==> config.mk <==
export PLATFORM = sky130hd
export DESIGN_NAME = spmf_store
export DESIGN_NICKNAME = d
export VERILOG_FILES = /design/src/rtl/core/spmf_store.sv
export SDC_FILE = /design/constraint.sdc
export NUM_CORES = 2
export LEC_CHECK = 0
export ABC_CLOCK_PERIOD_IN_PS = 10300
export CORE_MARGIN = 2
export CORE_UTILIZATION = 25
export DETAILED_ROUTE_END_ITERATION = 12
export DONT_BUFFER_PORTS = 1
export SLEW_MARGIN = 20
export SYNTH_ARGS = -nofsm -noshare
export SYNTH_HDL_FRONTEND = slang
export SYNTH_SLANG_ARGS = --single-unit
==> constraint.sdc <==
create_clock -name clk -period 10.3 [get_ports clk]
set_input_delay 2.06 -clock clk [delete_from_list [all_inputs] [get_ports clk]]
set_output_delay 2.06 -clock clk [all_outputs]
set_load 0.1 [all_outputs]
==> src/rtl/core/spmf_store.sv <==
`timescale 1ns / 1ps

module spmf_store #(
  parameter int DEPTH      = 128,
  parameter int ADDR_W     = 7,
  parameter int DATA_WIDTH = 32
) (
  input  logic                  clk,
  input  logic                  we,
  input  logic [ADDR_W-1:0]     waddr,
  input  logic [DATA_WIDTH-1:0] wdata,
  input  logic [ADDR_W-1:0]     raddr,
  output logic [DATA_WIDTH-1:0] rdata
);

  logic [DATA_WIDTH-1:0] mem [DEPTH];
  logic [DATA_WIDTH-1:0] rdata_r;

  always_ff @(posedge clk) begin
    if (we) begin
      mem[waddr] <= wdata;
    end
    rdata_r <= mem[raddr];
  end

  assign rdata = rdata_r;

endmodule

* After elaboration in Yosys (flattened, before gate mapping) *
Memories as Yosys holds them, arrays and structs flattened. A register that Yosys moved wholly into a read port is not among the register bits.
Cells that the tools add are included.

cells by class
  add/sub/neg operators = 0
  multiply operators = 0
  divide/modulo/power cells = 0
  $lt $le $gt $ge = 0
  eq/ne operators = 0
  shifts and indexed selects = 0
  multiplexer cells = 2
  bitwise gates (word level) = 0
  reduce and logical (&&, ||, !) cells = 0

operators by type and width
  operator  count
  $mux W1   2

storage, ports and cells
  flip-flop bits (word level) = 0
  bits in latches = 0
  RAM bits = 4096
  memory bits (read-only) = 0
  bits of input ports = 48
  output and inout port bits = 32
  word-level logic and storage cells = 3
  memories = 1

memories
  name  words  bits a word  read ports  clocked after memory_dff  write ports  RTL line  RTL
  mem   128    32           1           1                         1            16        logic [DATA_WIDTH-1:0] mem [DEPTH];

* Depth between registers and ports, before layout *
  word-level depth = 2
  gate-level depth with buffers = 8
  mapped depth without buffers = 4

* Worst setup path after synthesis *
OpenSTA, ideal clock, no wires.

  path kind = in2reg
  from = input port we
  to = memory mem[98][0], enable pin
  library setup time = 0.461 ns
  arrival = 4.838 ns
  required time = 9.839 ns
  setup slack = 5.001 ns
  stages = 3
  buffers on the path = 1
  path through = clkbuf_1 nand4_1 nor3_1

between the ends
  cells in the longest elaborated chain, start to end = 2

ends and longest elaborated chain
  element                        RTL line  RTL
  start, declared                9         input logic we,
  $mux W1                        20        if (we) begin
  $mux W1 (not written as such)  21        mem[waddr] <= wdata;
  end, declared                  16

Every way passes these cells.

==> results.tsv <==
metric	value	unit
antenna_found_initial	50	
wl_met2	208000	µm
drtPass1Iterations	6	
r2r-end	rdata[11]	
grt_pass1_vias	71438	
vias_per_cell	4.68	
cp-end-kind	flop	
p_leak	53.5	nW
m1WireLength	163000	µm
ys_types	17	
worstPathMaxFanout	85	
reg2reg_from	mem[84][11]	
ff2ff_setup_slack	7.61	ns
fmax	0.151	GHz
peakVddDrop	0.000158	V
coreArea	623000	µm²
die_h	795	µm
die_w	795	µm
grt_first_pass_wirelength	580000	µm
synthArstFlopShare	0	
synthFlopType	edfxtp_1	
cts.clk_slew.worst_paths	0.06	ns
finalCritPeriodShare	0.644	
multiInputGateArea	32300	µm²
rsz0062_at_grt	no	
wl_per_cell	28.4	µm
synth_edf_count	4096	
cts_hold_buf	0	
clock_path_buffers	4	
final_max_slew_viol_count	0	
avgSynthCellArea	26.1	µm²
power_density	192	nW/µm²
dieArea	631000	µm²
holdWs	1.15	ns
ys_ff_latch	4128	
drive_gt1_frac	0.347	
dp_hpwl	214000	µm
drc	0	
post-route-min-period	6.63	ns
cts_buffers	407	
synth_nets	6038	
gp_routability_congestion	0.749	
crit_required	11.12	ns
rows	290	
highest_layer	met5	
ios	80	
wirelength	424000	µm
hp-class	reg2reg	
register_area	124000	µm²
worst_pin_slew	1.24	ns
drt_iter0_drc	10725	
crit_path_end	rdata[18]	
cts_root_buf	clkbuf_16	
initial_core_util	0.251	
relSlewSlack	0.173	
netlist_area	156000	µm²
dr_total_vias	69874	
hold_viol	0	
status	finished clean	
final_util	0.291	
finClkSkew	0.0436	ns
synthCells	5990	
dr_wl_met3	43100	µm
ys_seq_area_frac	0.791	
crit_start	raddr[0]	
track_usage	0.130	
numClockSinks	4128	
critPathKind	in2reg	
reg2regPathDepth	4	
setup_tns	0	ns
cts_tree	done	
fill_cells	59732	
cts_resized	0	
antenna_left	0	
cp-start-kind	input port	
portBuffers	0	
area_growth	16.1	%
yosys_warnings	0	
post_cts_buffers	0	
grt_start_max_net_pins	257	
htree_levels	5	
max_cap_violations	0	
clk-insertion-delay-late	0.98	ns
layout.nets	6307	
cp_data_arrival_time	7.46	ns
grt_overflow	0	
finalSetupViolations	0	
==> logic make-up (layout without fill, tap and decap cells) <==
logic type,Yosys count,in the layout,share of synthesized area
simple gates,170,170,0.00446
buf+inv,316,923,0.00839
mux,1376,1376,0.196
other cells,0,22,0
flops,4128,4128,0.791
==> layout by cell type, fill, tap and decap left out, types with 3 or more instances in the layout <==
cell type      n
nor2_4       119
clkbuf_1      74
clkinv_2      79
nor2b_1        7
edfxtp_1    4096
bufinv_16     40
clkinv_8       6
mux2_2        32
inv_16         5
nand2_1       11
clkbuf_8       8
buf_16        24
clkinvlp_4    13
inv_6          9
clkinv_4       5
nand3_1        8
dfxtp_2       19
mux4_2      1344
nor2_1         3
clkinv_1      90
buf_4        151
dfxtp_1       13
nand2_2        3
clkinv_16      6
diode_2       22
nor3_2         9
nand3_2        4
nand4_1        3
clkbuf_16    411
==> cell usage after synthesis, types with 7 or more instances <==
cell	instances	area share
buf_1	50	0.0012
nand2_1	14	0.00034
dfxtp_1	32	0.0041
nor2_1	122	0.0029
clkbuf_1	182	0.0044
mux4_2	1344	0.19
mux2_2	32	0.0023
nor2b_1	7	0.00028
buf_2	79	0.0025
nand3_1	12	0.00038
edfxtp_1	4096	0.79
nor3_1	9	0.00029
==> stage by stage <==
step / setup WS, ns / std cells / area (µm²) / power [W]
after floorplan: 5.00 / 5990 / 156000 / 0.0200
after global placement: 2.57 / 14163 / 168000 / 0.0205
after detailed placement: 2.66 / 14170 / 168000 / 0.0205
after CTS: 3.67 / 14917 / 181000 / 0.0351
after global routing: 3.27 / 14932 / 181000 / 0.0358
final: 3.67 / 14941 / 181000 / 0.0349
==> flip-flops by register name, summed over array words and instances (netlist names) <==
| name | count |
|---|---|
| mem | 4096 |
| rdata | 32 |
==> report_power, final <==
part	switching, W	internal, W	total (W)
clock network	0.00633	0.00840	0.0147
registers	0.000193	0.0186	0.0187
logic	0.000736	0.000649	0.00139
total	0.00726	0.0276	0.0349
==> worst max-delay path: stages <==
cell and delay [ns]:
buf_16 0.42, buf_16 0.48, buf_16 0.43, buf_16 0.49, buf_16 0.42, buf_16 0.46
mux4_2 0.59, mux4_2 0.46, mux4_2 0.70, mux2_2 0.37
==> how the worst min path moves through the flow <==
stage	from	end	slack [ns]	depth (start not counted)
after detailed placement	mem[62][15]	rdata[15]	1.13	4
final	mem[60][20]	rdata[20]	1.15	4
after global routing	wdata[1]	mem[3][1]	1.17	0
after CTS	mem[60][20]	rdata[20]	1.15	4
after global placement	mem[24][27]	rdata[27]	1.12	4
after floorplan	mem[36][0]	rdata[0]	1.07	4
==> metal layers <==
layer  global-route usage  vias to the layer above
met1                0.171                    38690
li1                     -                    26967
met2                0.219                     3682
met4               0.0301                        4
met5                    0                        -
met3               0.0291                      531
==> final cells by class <==
type	count	share of cell area
Multi-Input combinational cell	1546	0.178
Clock inverter	254	0.0140
Timing Repair Buffer	176	0.0100
Antenna cell	22	0.000303
Clock buffer	493	0.0588
Sequential cell	4128	0.682
Tap cell	8322	0.0574
Note: power is estimated with default switching activity, not from simulation.
