$ cat src/rtl/core/spmf_pkg.sv
`timescale 1ns / 1ps

package spmf_pkg;

  localparam int LEVELS_DEF      = 8;
  localparam int LEVEL_DEPTH_DEF = 16;
  localparam int DATA_WIDTH_DEF  = 32;

  // level index field in the command, wide enough for the largest LEVELS
  localparam int LV_IDX_W = 6;

  localparam logic ACT_PUSH = 1'b0;
  localparam logic ACT_POP  = 1'b1;

  typedef enum logic [1:0] {
    ST_OK       = 2'd0,
    ST_BAD_PRIO = 2'd1,
    ST_FULL     = 2'd2,
    ST_EMPTY    = 2'd3
  } status_t;

  typedef enum logic [1:0] {
    LV_NOP,
    LV_PUSH,
    LV_POP,
    LV_CLEAR
  } lv_op_t;

  typedef struct packed {
    lv_op_t              op;
    logic [LV_IDX_W-1:0] lv;
  } lv_cmd_t;

  typedef enum logic [2:0] {
    S_IDLE,
    S_TOP,
    S_BACK,
    S_DONE,
    S_CLR
  } state_t;

endpackage

$ cat src/rtl/core/spmf_levels.sv
`timescale 1ns / 1ps

module spmf_levels import spmf_pkg::*; #(
  parameter int LEVELS      = LEVELS_DEF,
  parameter int LEVEL_DEPTH = LEVEL_DEPTH_DEF,
  parameter int LV_W        = $clog2(LEVELS),
  parameter int PTR_W       = $clog2(LEVEL_DEPTH),
  parameter int CNT_W       = $clog2(LEVEL_DEPTH + 1),
  parameter int ADDR_W      = $clog2(LEVELS * LEVEL_DEPTH),
  parameter int TOT_W       = $clog2(LEVELS * LEVEL_DEPTH + 1)
) (
  input  logic              clk,
  input  logic              rst_n,
  input  lv_cmd_t           cmd,
  output logic              sel_full,
  output logic              nonempty,
  output logic [ADDR_W-1:0] push_addr,
  output logic [ADDR_W-1:0] head_addr,
  output logic [ADDR_W-1:0] back_addr,
  output logic [TOT_W-1:0]  total
);

  logic [PTR_W-1:0] head_r [LEVELS];
  logic [PTR_W-1:0] tail_r [LEVELS];
  logic [CNT_W-1:0] cnt_r  [LEVELS];
  logic [TOT_W-1:0] total_r;

  logic [LV_W-1:0]  sel_lv;
  logic [LV_W-1:0]  hi_lv;
  logic [LV_W-1:0]  lo_lv;
  logic [PTR_W-1:0] last_ptr;

  assign sel_lv = cmd.lv[LV_W-1:0];

  always_comb begin
    nonempty = 1'b0;
    hi_lv    = '0;
    lo_lv    = '0;
    // ascending scan: last hit is the highest non-empty level
    for (int i = 0; i < LEVELS; i++) begin
      if (cnt_r[i] != '0) begin
        nonempty = 1'b1;
        hi_lv    = LV_W'(i);
      end
    end
    for (int i = LEVELS - 1; i >= 0; i--) begin
      if (cnt_r[i] != '0) begin
        lo_lv = LV_W'(i);
      end
    end
    last_ptr  = (tail_r[lo_lv] == '0) ? PTR_W'(LEVEL_DEPTH - 1) : tail_r[lo_lv] - 1'b1;
    sel_full  = (cnt_r[sel_lv] == CNT_W'(LEVEL_DEPTH));
    push_addr = ADDR_W'(ADDR_W'(sel_lv) * ADDR_W'(LEVEL_DEPTH)) + ADDR_W'(tail_r[sel_lv]);
    head_addr = ADDR_W'(ADDR_W'(hi_lv) * ADDR_W'(LEVEL_DEPTH)) + ADDR_W'(head_r[hi_lv]);
    back_addr = ADDR_W'(ADDR_W'(lo_lv) * ADDR_W'(LEVEL_DEPTH)) + ADDR_W'(last_ptr);
  end

  always_ff @(posedge clk) begin
    if (!rst_n) begin
      for (int i = 0; i < LEVELS; i++) begin
        head_r[i] <= '0;
        tail_r[i] <= '0;
        cnt_r[i]  <= '0;
      end
      total_r <= '0;
    end else begin
      case (cmd.op)
        LV_PUSH: begin
          tail_r[sel_lv] <= (tail_r[sel_lv] == PTR_W'(LEVEL_DEPTH - 1)) ? '0
                            : tail_r[sel_lv] + 1'b1;
          cnt_r[sel_lv]  <= cnt_r[sel_lv] + 1'b1;
          total_r        <= total_r + 1'b1;
        end
        LV_POP: begin
          head_r[hi_lv] <= (head_r[hi_lv] == PTR_W'(LEVEL_DEPTH - 1)) ? '0
                           : head_r[hi_lv] + 1'b1;
          cnt_r[hi_lv]  <= cnt_r[hi_lv] - 1'b1;
          total_r       <= total_r - 1'b1;
        end
        LV_CLEAR: begin
          head_r[sel_lv] <= '0;
          tail_r[sel_lv] <= '0;
          cnt_r[sel_lv]  <= '0;
          total_r        <= total_r - TOT_W'(cnt_r[sel_lv]);
        end
        default: begin
        end
      endcase
    end
  end

  assign total = total_r;

endmodule

$ cat config.mk
export PLATFORM = sky130hd
export DESIGN_NAME = spmf_levels
export DESIGN_NICKNAME = d
export VERILOG_FILES = /design/src/rtl/core/spmf_pkg.sv /design/src/rtl/core/spmf_levels.sv
export SDC_FILE = /design/constraint.sdc
export NUM_CORES = 1
export LEC_CHECK = 0
export BUFFER_PORTS_ARGS = -buffer_cell sky130_fd_sc_hd__buf_4
export CELL_PAD_IN_SITES_DETAIL_PLACEMENT = 1
export CELL_PAD_IN_SITES_GLOBAL_PLACEMENT = 1
export CORE_ASPECT_RATIO = 1.1
export CORE_UTILIZATION = 50
export CTS_BUF_LIST = sky130_fd_sc_hd__clkbuf_8
export CTS_CLUSTER_SIZE = 8
export DETAILED_ROUTE_END_ITERATION = 10
export PLACE_DENSITY_LB_ADDON = 0.08
export SYNTH_ARGS = -nofsm -noshare
export SYNTH_HDL_FRONTEND = slang
export SYNTH_SLANG_ARGS = --single-unit
$ cat constraint.sdc
create_clock -name clk -period 4.81 [get_ports clk]
set_clock_uncertainty 0.15 [all_clocks]
set_input_delay 0.2405 -clock clk [delete_from_list [all_inputs] [get_ports clk]]
set_output_delay 0.2405 -clock clk [all_outputs]
set_load 0.02 [all_outputs]
---- Word level (Yosys, flattened, before mapping) ----
Memory sizes are Yosys's and may differ from the RTL's.
Index checks and enable logic that the tools add are counted.
word-level totals
  flip-flop bits (word level) ............. 8
  RAM bits ................................ 104
  input bits .............................. 10
  output and inout bits ................... 31
  memories kept ........................... 3
memories
  name    depth  bits a word  read ports  clocked after Yosys merged registers in  wr ports  line               RTL
  cnt_r   8      5            10          0                                        8         spmf_levels.sv:25  logic [CNT_W-1:0] cnt_r [LEVELS];
  head_r  8      4            1           0                                        8         spmf_levels.sv:23  logic [PTR_W-1:0] head_r [LEVELS];
  tail_r  8      4            2           0                                        8         spmf_levels.sv:24  logic [PTR_W-1:0] tail_r [LEVELS];
operators by class
  add/subtract/negate cells ............... 11
  equal/unequal tests ..................... 6
  muxes and demuxes ....................... 54
  bitwise gates (word level) .............. 2
  reductions and logical operators ........ 15
operators by type and width
  kind                                                                    number
  3-bit 2-to-1 mux                                                        19
  5-bit nonzero test                                                      8
  4-bit 2-to-1 mux                                                        7
  1-bit 2-to-1 mux                                                        24
  8-bit one-hot mux with 3 select lines                                   1
  7-bit by 4-bit adder with 7-bit output                                  3
  5-bit 2-to-1 mux                                                        3
  4-bit OR reduction                                                      3
  5-bit OR reduction                                                      2
  4-bit by 1-bit adder with 4-bit output (second input constant)          2
  8-bit by 1-bit adder with 8-bit output (second input constant)          1
  4-bit equality test (second input constant)                             2
  8-bit by 1-bit subtractor with 8-bit output (second input constant)     1
  8-bit by 5-bit subtractor with 8-bit output                             1
  5-bit by 1-bit adder with 5-bit output (second input constant)          1
  5-bit equality test (second input constant)                             1
  5-bit by 1-bit subtractor with 5-bit output (second input constant)     1
  2-bit equality test (second input constant)                             2
  4-bit logical NOT                                                       1
  4-bit by 1-bit subtractor with 4-bit output (second input constant)     1
  3-bit nonzero test                                                      1
  2-bit by 1-bit equality test with 1-bit output (second input constant)  1
  1-bit OR                                                                2

---- Longest topological paths before layout ----
An unclocked memory read counts as a cell.
  depth in word-level cells ............... 14
  mapped depth ............................ 18
  mapped depth without buffers ............ 17

---- Worst setup path after synthesis ----
No wires, ideal clock.
  kind .................................... register to output
  from .................................... memory cnt_r[2][1] in the netlist's numbering
  to ...................................... output back_addr[3]
  data arrival time ....................... 3.261 ns
  data required time ...................... 4.419 ns
  slack ................................... 1.159 ns
  stages on the path, launching flop included .. 13
  buffers on the path ..................... 1
  cell sequence ........................... edfxtp_1 -> or4_1 -> or2_2 -> or2_2 -> a21oi_1 -> nor2_1 -> buf_1 -> mux2i_1 -> a22oi_1 -> ha_1 -> a21oi_1 -> o21ai_0 -> o31a_1
RTL lines
  element      line               RTL
  from (decl)  spmf_levels.sv:25
  to (decl)    spmf_levels.sv:19  output logic [ADDR_W-1:0] back_addr,

==> results_dict.tcl <==
set metrics [dict create \
    wl_per_cell_um 22.90 \
    crit_fanout 5 \
    min_path_type "input port to register" \
    p_leak_nw 2.871 \
    cpPeakStageDelay_ns 0.62 \
    endpoint_kind "primary output" \
    area_growth_pct 8.793 \
    switching_share_pct 32.48 \
    firstDrtPassIters 5 \
    start_kind "register" \
    antenna_found_initial 0 \
    grt_usage_pct 29.41 \
    post_cts_buffers 0 \
    clock_path_buffers 2 \
    synth_enable_flop_cells 104 \
    cts-root-buf "clkbuf_8" \
    seq_area_frac_synth_pct 48.57 \
    post_cts_resized 0 \
    wl_um 19760 \
    dp_cells 847 \
    p_int_mw 1.527 \
    yosys_warnings 0 \
    multi_input_area_um2 3246 \
    io_buffers 37 \
    p_sw_mw 0.7347 \
    synth_area_leader_cell "edfxtp_1" \
    cp_cell_sequence "or4_1 -> or2_2 -> or2_2 -> a21oi_1 -> nor2_1 -> mux2i_1 -> a22oi_1 -> ha_1 -> a21oi_1 -> o21ai_0 -> o31a_1 -> buf_4" \
    io_pins 41 \
    syn_nets 693 \
    gr-total-overflow 0 \
    maxSlewHeadroom_pct 30.07 \
    status "finished clean" \
    h-tree-depth 3 \
    async_flop_share_pct 0 \
    setup_violations 0 \
    die_y_um 123.9 \
    regArea_um2 3283 \
    powerDensity_nw_per_um2 307.6 \
    ant_nets 0 \
    start_util_pct 51.16 \
    hold_buffers 0 \
    via_count 5454 \
    drv_cap 0 \
    max_freq_mhz 223.3 \
    synth.top_cell.area_share_pct 46.21 \
    diodes 0 \
    first_iter_violations 372 \
    fin_crit_sh_pct 93.10 \
    power_frac_comb_pct 24.5 \
    syn_area_um2 6759 \
    netlist_instances 668 \
    pwr-share-seq_pct 51.9 \
    ir_worst_vdd_v 0.0001649 \
    nFillCells 1478 \
    rows 44 \
    yosysMostFrequentCell "nor2_1" \
    post-route-min-period_ns 4.478 \
    final.setup.tns_ns 0 \
    tightest_slew_ns 1.038 \
    hold_violations 0 \
    slew_violations 0 \
    fin_cells 863 \
    required_ns 4.42 \
    holdWs_ns 0.08204 \
    drive_gt1_share_pct 15.24 \
    core_um2 13210 \
    drt-vias-per-instance 6.320 \
    syn_area_per_cell_um2 10.12 \
    synth_area_leaders "edfxtp_1 (46%), nor2_1 (6.9%), mux2i_1 (4.9%)" \
    arrival_ns 4.09 \
    dieWidth_um 112.9 \
    clock_power_share_pct 23.6 \
    design.die.area_um2 13990 \
    cpMaxStageDelayCell "or4_1" \
    dpl_worst_slack_ns 0.4507 \
    rsz0062_at_grt "no" \
    dp_hpwl_um 14700 \
    clkTransAtPathRegs_ns 0.11 \
    grt_max_degree 39 \
    gp_congestion 1.013 \
    cts_buffers 9 \
    path_class "register to primary output" \
    synth_seq_cells 112 \
    synth_ff_type "edfxtp_1" \
    fin_ws_ns 0.3319 \
    yosysUniqueCellTypes 64 \
    ys_top_cells_by_count "nor2_1 (124), edfxtp_1 (104), nand2_1 (71)" \
    cts_tree "done" \
    finish.net_count 722 \
    drcViolationCount 0 \
    grt_first_pass_wirelength_um 30530 \
    insertion_delay_ns 0.38 \
    cts_sinks 112 \
    grt_pass1_vias 5552 \
]
## per-stage QoR
step	instance area, um2	util [%]	power, mW
floorplan	6759	-	1.554
global placement	7176	54.31	1.719
detailed placement	7176	54.31	1.747
CTS	7353	55.65	2.270
global route	7353	55.65	2.354
finish	7353	55.65	2.262
## area by class of cell
type,instances,area share (%)
Timing Repair Buffer,49,5.003
Tap cell,161,2.739
Sequential cell,112,44.65
Inverter,20,1.055
Multi-Input combinational cell,505,44.14
Clock inverter,7,0.7317
Clock buffer,9,1.685
## per-layer routing
layer | global-route usage (%) | vias up | part of all wire [%]
met2 | 49.73 | 176 | 49
met5 | 0 | - | 0
met3 | 4.866 | 44 | 4.7
met1 | 37.33 | 2715 | 43
met4 | 13.57 | 0 | 3.4
li1 | - | 2519 | -
## critical path, delay by kind of cell (launching register included)
kind	cells	cell delay, ns
simple gates	4	1.49
compound gates	5	1.12
flops	1	0.51
fa+ha+maj	1	0.29
mux	1	0.16
buf+inv	1	0.14
## kinds of logic after synthesis
family	Yosys count	share of synthesized area (%)
XOR/XNOR	14	1.814
AND/OR/NAND/NOR	278	18.38
AO/OA/AOI/OAI	144	15.22
flip-flops	112	48.57
adder cells (fa/ha/maj)	15	2.888
buffers and inverters	51	3.406
multiplexers	54	9.719
## registers in the layout, summed over array words and instances, names as in the netlist
name / cells
head_r: 32
tail_r: 32
total: 8
cnt_r: 40
## final timing paths
path / from / cells past startpoint / to / slack, ns
setup / recovery: cnt_r[2][1] / 12 / back_addr[3] / 0.33
hold / removal: cmd[6] / 2 / total[1] / 0.08
setup reg to reg: cnt_r[3][1] / 11 / head_r[4][3] / 0.40
hold reg to reg: total[0] / 1 / total[0] / 0.42
## power by group through the flow
stage          Combinational [mW]  Sequential, mW  Clock, mW
2_1_floorplan               0.359            1.20          0
3_3_place_gp                0.528            1.19          0
3_5_place_dp                0.553            1.19          0
4_1_cts                     0.555            1.17      0.542
5_1_grt                     0.603            1.18      0.572
6_report                    0.554            1.17      0.535
## cells in the final DEF, fill, tap and decap left out, types with 5 or more instances in the layout
master and count:
ha_1 14, nor2b_1 8, mux2_2 13, mux4_2 8
o21ai_0 30, mux2i_1 33, o22ai_1 7, buf_4 49
nand3_1 27, a211oi_1 11, o211ai_1 6, dfxtp_1 8
nor3_1 9, or4_1 7, xnor2_1 8, inv_1 19
edfxtp_1 104, clkbuf_8 9, and3_1 7, nand2_1 71
o21a_1 5, xor2_1 6, a31oi_1 5, nor2_1 124
a21oi_1 26, a21o_1 9, and2_1 6
Power figures use the tool's default switching activity.
